## src/rtl/cdq_pkg.sv

```systemverilog
// Package for the circular deque: codes, cell command and link types, defaults.
package cdq_pkg;

    localparam int DEPTH_DEF = 8;
    localparam int WORD_W    = 32;
    localparam int MODE_W    = 3;
    localparam int STAT_W    = 2;

    localparam logic [MODE_W-1:0] MODE_PUSH_FRONT = 3'd0;
    localparam logic [MODE_W-1:0] MODE_PUSH_REAR  = 3'd1;
    localparam logic [MODE_W-1:0] MODE_POP_FRONT  = 3'd2;
    localparam logic [MODE_W-1:0] MODE_POP_REAR   = 3'd3;
    localparam logic [MODE_W-1:0] MODE_PEEK_FRONT = 3'd4;
    localparam logic [MODE_W-1:0] MODE_PEEK_REAR  = 3'd5;

    localparam logic [STAT_W-1:0] ST_DONE  = 2'd0;
    localparam logic [STAT_W-1:0] ST_FULL  = 2'd1;
    localparam logic [STAT_W-1:0] ST_EMPTY = 2'd2;

    typedef enum logic [2:0] {
        OP_HOLD,
        OP_SHIFT_RIGHT,
        OP_SHIFT_LEFT,
        OP_PUSH_REAR,
        OP_POP_REAR
    } t_cell_op;

    typedef struct packed {
        t_cell_op           op;
        logic [WORD_W-1:0]  word;
    } t_cell_cmd;

    typedef struct packed {
        logic               valid;
        logic [WORD_W-1:0]  word;
        logic [WORD_W-1:0]  rear;
    } t_cell_link;

    typedef enum logic {
        S_IDLE,
        S_SETTLE
    } t_state;

endpackage

```

## src/rtl/cdq_cell.sv

```systemverilog
// One cell of the deque row: holds one word, its valid bit and a rippled rear copy.
module cdq_cell (
    input  logic                i_clk,
    input  logic                i_rst_n,
    input  cdq_pkg::t_cell_cmd  i_cmd,
    input  cdq_pkg::t_cell_link i_left,
    input  cdq_pkg::t_cell_link i_right,
    output cdq_pkg::t_cell_link o_link
);

    logic                       r_valid;
    logic [cdq_pkg::WORD_W-1:0] r_word;
    logic [cdq_pkg::WORD_W-1:0] r_rear;

    always_ff @(posedge i_clk) begin
        if (!i_rst_n) begin
            r_valid <= 1'b0;
        end else begin
            case (i_cmd.op)
                cdq_pkg::OP_SHIFT_RIGHT: begin
                    r_valid <= i_left.valid;
                end
                cdq_pkg::OP_SHIFT_LEFT: begin
                    r_valid <= i_right.valid;
                end
                cdq_pkg::OP_PUSH_REAR: begin
                    if (!r_valid && i_left.valid) begin
                        r_valid <= 1'b1;
                    end
                end
                cdq_pkg::OP_POP_REAR: begin
                    if (r_valid && !i_right.valid) begin
                        r_valid <= 1'b0;
                    end
                end
                default: begin
                    r_valid <= r_valid;
                end
            endcase
        end
    end

    always_ff @(posedge i_clk) begin
        case (i_cmd.op)
            cdq_pkg::OP_SHIFT_RIGHT: begin
                r_word <= i_left.word;
            end
            cdq_pkg::OP_SHIFT_LEFT: begin
                r_word <= i_right.word;
            end
            cdq_pkg::OP_PUSH_REAR: begin
                if (!r_valid && i_left.valid) begin
                    r_word <= i_cmd.word;
                end
            end
            default: begin
                r_word <= r_word;
            end
        endcase
    end

    // The last occupied cell launches its word; every other cell passes on
    // what its right neighbor holds, so the rear word walks toward cell zero.
    always_ff @(posedge i_clk) begin
        if (r_valid && !i_right.valid) begin
            r_rear <= r_word;
        end else begin
            r_rear <= i_right.rear;
        end
    end

    assign o_link.valid = r_valid;
    assign o_link.word  = r_word;
    assign o_link.rear  = r_rear;

endmodule

```

## src/rtl/circular_deque_core.sv

```systemverilog
// Top level of the circular deque: control sequencer over a row of deque cells.
//
// A request beat is taken at a rising edge with i_start high and o_busy low.
// It carries i_mode (push front, push rear, pop front, pop rear, peek front,
// peek rear) and i_push_value, used by the pushes only.
// Exactly one result beat follows per request, in the cycle right after the
// request edge: o_done is high for that one cycle with o_read_value and
// o_status. The receiver has no way to stall and must take the beat then.
// Entries sit left-justified in a row of DEPTH cells, the front in cell zero.
// Front pushes and pops shift the whole row by one cell; rear pushes and pops
// touch only the cell at the end of the occupied run.
// The rear word travels one cell per cycle back to cell zero, so after each
// request o_busy stays high until the row has settled; no new request is
// taken while o_busy is high.
// A push to a full deque reports full, a pop or peek of an empty deque
// reports empty; neither changes the contents. Unknown modes report done.
// Reset (synchronous, active low) empties the deque and drops o_busy and
// o_done; it needs no clearing pass.
module circular_deque_core #(
    parameter int DEPTH = cdq_pkg::DEPTH_DEF
) (
    input  logic                               i_clk,
    input  logic                               i_rst_n,
    input  logic                               i_start,
    input  logic [cdq_pkg::MODE_W-1:0]         i_mode,
    input  logic signed [cdq_pkg::WORD_W-1:0]  i_push_value,
    output logic                               o_busy,
    output logic                               o_done,
    output logic signed [cdq_pkg::WORD_W-1:0]  o_read_value,
    output logic [cdq_pkg::STAT_W-1:0]         o_status
);

    localparam int CNT_W = (DEPTH > 1) ? $clog2(DEPTH) : 1;

    cdq_pkg::t_state              r_state, n_state;
    logic [CNT_W-1:0]             r_cnt;
    logic                         r_done;
    logic [cdq_pkg::WORD_W-1:0]   r_read_value;
    logic [cdq_pkg::STAT_W-1:0]   r_status;

    logic                         accept;
    logic                         is_empty;
    logic                         is_full;
    cdq_pkg::t_cell_op            req_op;
    logic [cdq_pkg::WORD_W-1:0]   req_value;
    logic [cdq_pkg::STAT_W-1:0]   req_status;
    cdq_pkg::t_cell_cmd           cmd;
    cdq_pkg::t_cell_link          links [DEPTH];

    assign accept   = i_start && !o_busy;
    assign is_empty = !links[0].valid;
    assign is_full  = links[DEPTH-1].valid;

    // Decode the request against the settled row.
    always_comb begin
        req_op     = cdq_pkg::OP_HOLD;
        req_value  = '0;
        req_status = cdq_pkg::ST_DONE;
        case (i_mode)
            cdq_pkg::MODE_PUSH_FRONT: begin
                if (is_full) req_status = cdq_pkg::ST_FULL;
                else         req_op     = cdq_pkg::OP_SHIFT_RIGHT;
            end
            cdq_pkg::MODE_PUSH_REAR: begin
                if (is_full) req_status = cdq_pkg::ST_FULL;
                else         req_op     = cdq_pkg::OP_PUSH_REAR;
            end
            cdq_pkg::MODE_POP_FRONT: begin
                if (is_empty) begin
                    req_status = cdq_pkg::ST_EMPTY;
                end else begin
                    req_value = links[0].word;
                    req_op    = cdq_pkg::OP_SHIFT_LEFT;
                end
            end
            cdq_pkg::MODE_POP_REAR: begin
                if (is_empty) begin
                    req_status = cdq_pkg::ST_EMPTY;
                end else begin
                    req_value = links[0].rear;
                    req_op    = cdq_pkg::OP_POP_REAR;
                end
            end
            cdq_pkg::MODE_PEEK_FRONT: begin
                if (is_empty) req_status = cdq_pkg::ST_EMPTY;
                else          req_value  = links[0].word;
            end
            cdq_pkg::MODE_PEEK_REAR: begin
                if (is_empty) req_status = cdq_pkg::ST_EMPTY;
                else          req_value  = links[0].rear;
            end
            default: begin
                req_op = cdq_pkg::OP_HOLD;
            end
        endcase
    end

    assign cmd.op   = accept ? req_op : cdq_pkg::OP_HOLD;
    assign cmd.word = i_push_value;

    // Next-state logic.
    always_comb begin
        n_state = r_state;
        case (r_state)
            cdq_pkg::S_IDLE: begin
                if (accept) n_state = cdq_pkg::S_SETTLE;
            end
            cdq_pkg::S_SETTLE: begin
                if (r_cnt == '0) n_state = cdq_pkg::S_IDLE;
            end
            default: begin
                n_state = cdq_pkg::S_IDLE;
            end
        endcase
    end

    // Output logic.
    always_comb begin
        case (r_state)
            cdq_pkg::S_IDLE:   o_busy = 1'b0;
            cdq_pkg::S_SETTLE: o_busy = 1'b1;
            default:           o_busy = 1'b1;
        endcase
    end

    always_ff @(posedge i_clk) begin
        if (!i_rst_n) begin
            r_state <= cdq_pkg::S_IDLE;
            r_cnt   <= '0;
            r_done  <= 1'b0;
        end else begin
            r_state <= n_state;
            r_done  <= accept;
            if (accept) begin
                r_cnt <= CNT_W'(DEPTH - 1);
            end else if (r_cnt != '0) begin
                r_cnt <= r_cnt - 1'b1;
            end
        end
    end

    always_ff @(posedge i_clk) begin
        if (accept) begin
            r_read_value <= req_value;
            r_status     <= req_status;
        end
    end

    assign o_done       = r_done;
    assign o_read_value = r_read_value;
    assign o_status     = r_status;

    genvar gi;
    generate
        for (gi = 0; gi < DEPTH; gi++) begin : g_cell
            cdq_pkg::t_cell_link left_link;
            cdq_pkg::t_cell_link right_link;

            if (gi == 0) begin : g_first
                // A virtual occupied neighbor feeds the pushed word into cell zero.
                assign left_link.valid = 1'b1;
                assign left_link.word  = i_push_value;
                assign left_link.rear  = '0;
            end else begin : g_mid
                assign left_link = links[gi-1];
            end

            if (gi == DEPTH - 1) begin : g_last
                assign right_link.valid = 1'b0;
                assign right_link.word  = '0;
                assign right_link.rear  = '0;
            end else begin : g_inner
                assign right_link = links[gi+1];
            end

            cdq_cell u_cell (
                .i_clk   (i_clk),
                .i_rst_n (i_rst_n),
                .i_cmd   (cmd),
                .i_left  (left_link),
                .i_right (right_link),
                .o_link  (links[gi])
            );
        end
    endgenerate

endmodule

```

## config.mk

```make
export PLATFORM = sky130hd
export DESIGN_NAME = circular_deque_core
export DESIGN_NICKNAME = d
export VERILOG_FILES = /design/src/rtl/cdq_pkg.sv /design/src/rtl/cdq_cell.sv /design/src/rtl/circular_deque_core.sv
export SDC_FILE = /design/constraint.sdc
export NUM_CORES = 1
export LEC_CHECK = 0
export ABC_AREA = 1
export BUFFER_PORTS_ARGS = -buffer_cell sky130_fd_sc_hd__buf_2
export CORE_MARGIN = 2
export CORE_UTILIZATION = 50
export CTS_CLUSTER_DIAMETER = 200
export DETAILED_ROUTE_END_ITERATION = 12
export GPL_TIMING_DRIVEN = 0
export PLACE_DENSITY = 0.7
export SLEW_MARGIN = 20
export SYNTH_ARGS = -nofsm -noshare
export SYNTH_HDL_FRONTEND = slang
export SYNTH_SLANG_ARGS = --single-unit
```

## constraint.sdc

```tcl
create_clock -name i_clk -period 2.55 [get_ports i_clk]
set_clock_uncertainty 0.15 [all_clocks]
set_input_delay 0 -clock i_clk [delete_from_list [all_inputs] [get_ports i_clk]]
set_output_delay 0 -clock i_clk [all_outputs]
set_load 0.02 [all_outputs]
```

==> results.ini <==
[synthesis]
ys_types = 28
yosysSeqAreaShare_pct = 66.1
synthesis.nets = 2033
synth-compound-area-share_pct = 16.5
synthMuxAreaShare_pct = 0
syn_avg_cell_area_um2 = 10.7
synth_top_family_by_area = compound AO/OA/AOI/OAI gates
synthSimpleGateAreaFrac_pct = 9.22
syn-cell-area_um2 = 21300
synth_cells = 1993
synth_seq_cells = 559
synthAdderAreaFrac_pct = 0.117
synth_warnings = 0
synth-xor-area-share_pct = 0

[worst_setup_path]
critPathCaptureType = flop
critPathRequiredTime_ns = 2.93
cp_top_family = buffers and inverters
cp-start-kind = flop
path_cells = clkbuf_4, inv_2, nand2_4, nand2_1, nand2_4, inv_2, buf_6, o21ai_1, nand2_1, nor2_1, nor2_1, dlygate4sd3_1
worstPathMaxFanout = 10
arrival_ns = 2.80
criticalPathCategory = reg2reg
slowest_stage = dlygate4sd3_1
critPathBufInv = 5
slowest_delay_ns = 0.55

[floorplan]
dieHeight_um = 210
io_pins = 74
coreArea_um2 = 42000
core.rowCount = 75
initial_core_util_pct = 50.7
dieArea_um2 = 44300
die-width_um = 210

[final_layout]
nets = 2205
multi_input_area_um2 = 5510
num_antenna_cells = 0
drive_gt1_share_pct = 11.2
fillers = 3395
final_cell_mix = nand2_1 (438), edfxtp_1 (290), o21ai_0 (284)
syn2layout_area_growth_pct = 15.5
stdcell_count = 2748
seqCellArea_um2 = 14100
layout_commonest_cell = nand2_1

[global_route]
grt_max_degree = 37
grt_pass1_wl_mm = 83.6
antenna_found_initial = 0
overflow = 0
grt_util_all_layers_pct = 24.4
grt_pass1_vias = 14600

[status]
status = finished, final reports clean

[sta]
rsz0062_at_grt = no
tightest_slew_ns = 0.745
final_max_slew_viol_count = 0
setup_violations = 0
hold_viol_final = 0
layout_min_cycle_time_ns = 2.42
fmax_mhz = 413
hold_slack_ns = 0.115
period_share_pct = 95.0
slew_headroom_pct = 50.2

[drt]
postRouteAntennaNets = 0
dr.pass1.iters = 6
drt_wl_total_mm = 53.9
drcViolationCount = 0
drt-vias-per-instance = 5.64
drt-initial-drc-count = 2005
vias = 15500
wire_per_inst_um = 19.6

[clock_network]
htree_levels = 2
cts_buffer_depth = 3
clkTransAtPathRegs_ns = 0.06
cts.sinks = 559
cts_tree = built
cts_buffers = 53
clkLatencyLatePin_ns = 0.58
cts_root_buffer = clkbuf_16

[worst_hold_path]
hp-class = in2reg

[power]
powerDensity_nw_per_um2 = 827
p_total_mw = 20.4
ir_worst_vdd_mv = 0.534
p_leak_nw = 9.86

[placement]
place_hpwl_mm = 39.5
place.gp.congestion = 0.876
port_buffers = 72
dp_cells = 2604

[run]
maxCapViolations = 0

-- power by group --
group / internal [mW] / total [mW] / switching, mW
Clock: 4.66 / 7.94 / 3.27
Combinational: 0.565 / 1.79 / 1.22
Sequential: 10.4 / 10.6 / 0.234
-- cell type report --
class / instances / area share (%)
sequential: 559 / 57.2
timing repair inverter: 1 / 0.0203
inverter: 288 / 4.51
buffer: 122 / 2.59
clock buffer: 85 / 6.61
clock inverter: 14 / 0.635
multi-input combinational: 1024 / 22.4
timing repair buffer: 116 / 3.27
tap: 539 / 2.74
-- tightest hold or removal path: cells and delay by family --
family          cells  cell delay (ns)
compound gates      1             0.06
simple gates        1             0.05
buf+inv             2             0.64
-- metrics by stage --
| step | area, µm² | TNS (ns) | utilization [%] | setup WS [ns] |
|---|---|---|---|---|
| 6_report | 24600 | 0 | 58.6 | 0.128 |
| 3_3_place_gp | 22300 | -122.14 | 53.2 | -0.632 |
| 3_5_place_dp | 22300 | -28.48 | 53.2 | -0.629 |
| 2_1_floorplan | 21300 | 0 | - | 0.145 |
| 5_1_grt | 24600 | 0 | 58.6 | 0.0204 |
| 4_1_cts | 24600 | 0 | 58.5 | 0.00162 |
-- timing repair --
item / 4_1_cts / 5_1_grt
hold endpoints to repair: 273 / 0
cloned: 1 / 0
hold buffers: 41 / 0
pin swaps: 0 / 1
setup buffers: 2 / 1
resized for setup: 10 / 7
endpoints found under the setup margin: 206 / 258
-- per-layer routing --
layer	up-vias	wire length (µm)	global-route usage, %	share of wire [%]
met4	0	1600	7.58	3.0
met2	887	23800	37.8	44
li1	7268	-	-	-
met5	-	0	0	0
met1	7241	23100	35.3	43
met3	105	5420	4.11	10
-- Yosys cell counts --
library cell	instances	area share, %
nand2_1	438	7.7
edfxtp_1	290	41
o21ai_0	285	6.7
inv_1	282	5.0
dfxtp_1	269	25
o221ai_1	150	6.2
clkbuf_1	62	1.1
o211ai_1	32	1.1
o32ai_1	32	1.3
buf_2	22	0.52
nand3_1	20	0.47
nor2_1	19	0.33
buf_4	15	0.53
o21ai_1	14	0.33
buf_6	12	0.63
buf_1	11	0.19
o221ai_2	10	0.70
a21oi_1	7	0.16
inv_2	6	0.11
nand2_2	4	0.12
nor2_2	3	0.088
ha_1	2	0.12
nand2_4	2	0.11
nor3_1	2	0.047
nand3b_4	1	0.094
nand4_4	1	0.10
nor2_4	1	0.053
nor2_8	1	0.094
-- sequential cells by signal (all words and copies together) (netlist names) --
register	flops
g_cell.u_cell.r_rear	256
g_cell.u_cell.r_valid	8
g_cell.u_cell.r_word	256
o_done	1
o_read_value	32
o_status	2
r_cnt	3
r_state	1
-- final timing paths --
path | startpoint | end | slack [ns] | cells past startpoint
hold / removal | i_push_value[29] | g_cell[0].u_cell.r_word[29]$_DFFE_PP_ | 0.11 | 4
setup reg to reg | g_cell[7].u_cell.r_valid$_SDFFE_PN0P_ | g_cell[1].u_cell.r_valid$_SDFFE_PN0P_ | 0.13 | 12
setup / recovery | g_cell[7].u_cell.r_valid$_SDFFE_PN0P_ | g_cell[1].u_cell.r_valid$_SDFFE_PN0P_ | 0.13 | 12
hold reg to reg | g_cell[4].u_cell.r_rear[29]$_DFF_P_ | g_cell[3].u_cell.r_rear[29]$_DFF_P_ | 0.28 | 2
-- logic make-up (layout without fill, tap and decap cells) --
group / count (synthesis) / count (layout)
AO/OA/AOI/OAI: 530 / 530
adder cells (fa/ha/maj): 2 / 2
buffers and inverters: 410 / 626
flip-flops: 559 / 559
AND/OR/NAND/NOR: 492 / 492
No activity file was read; power rests on OpenSTA's default activity.
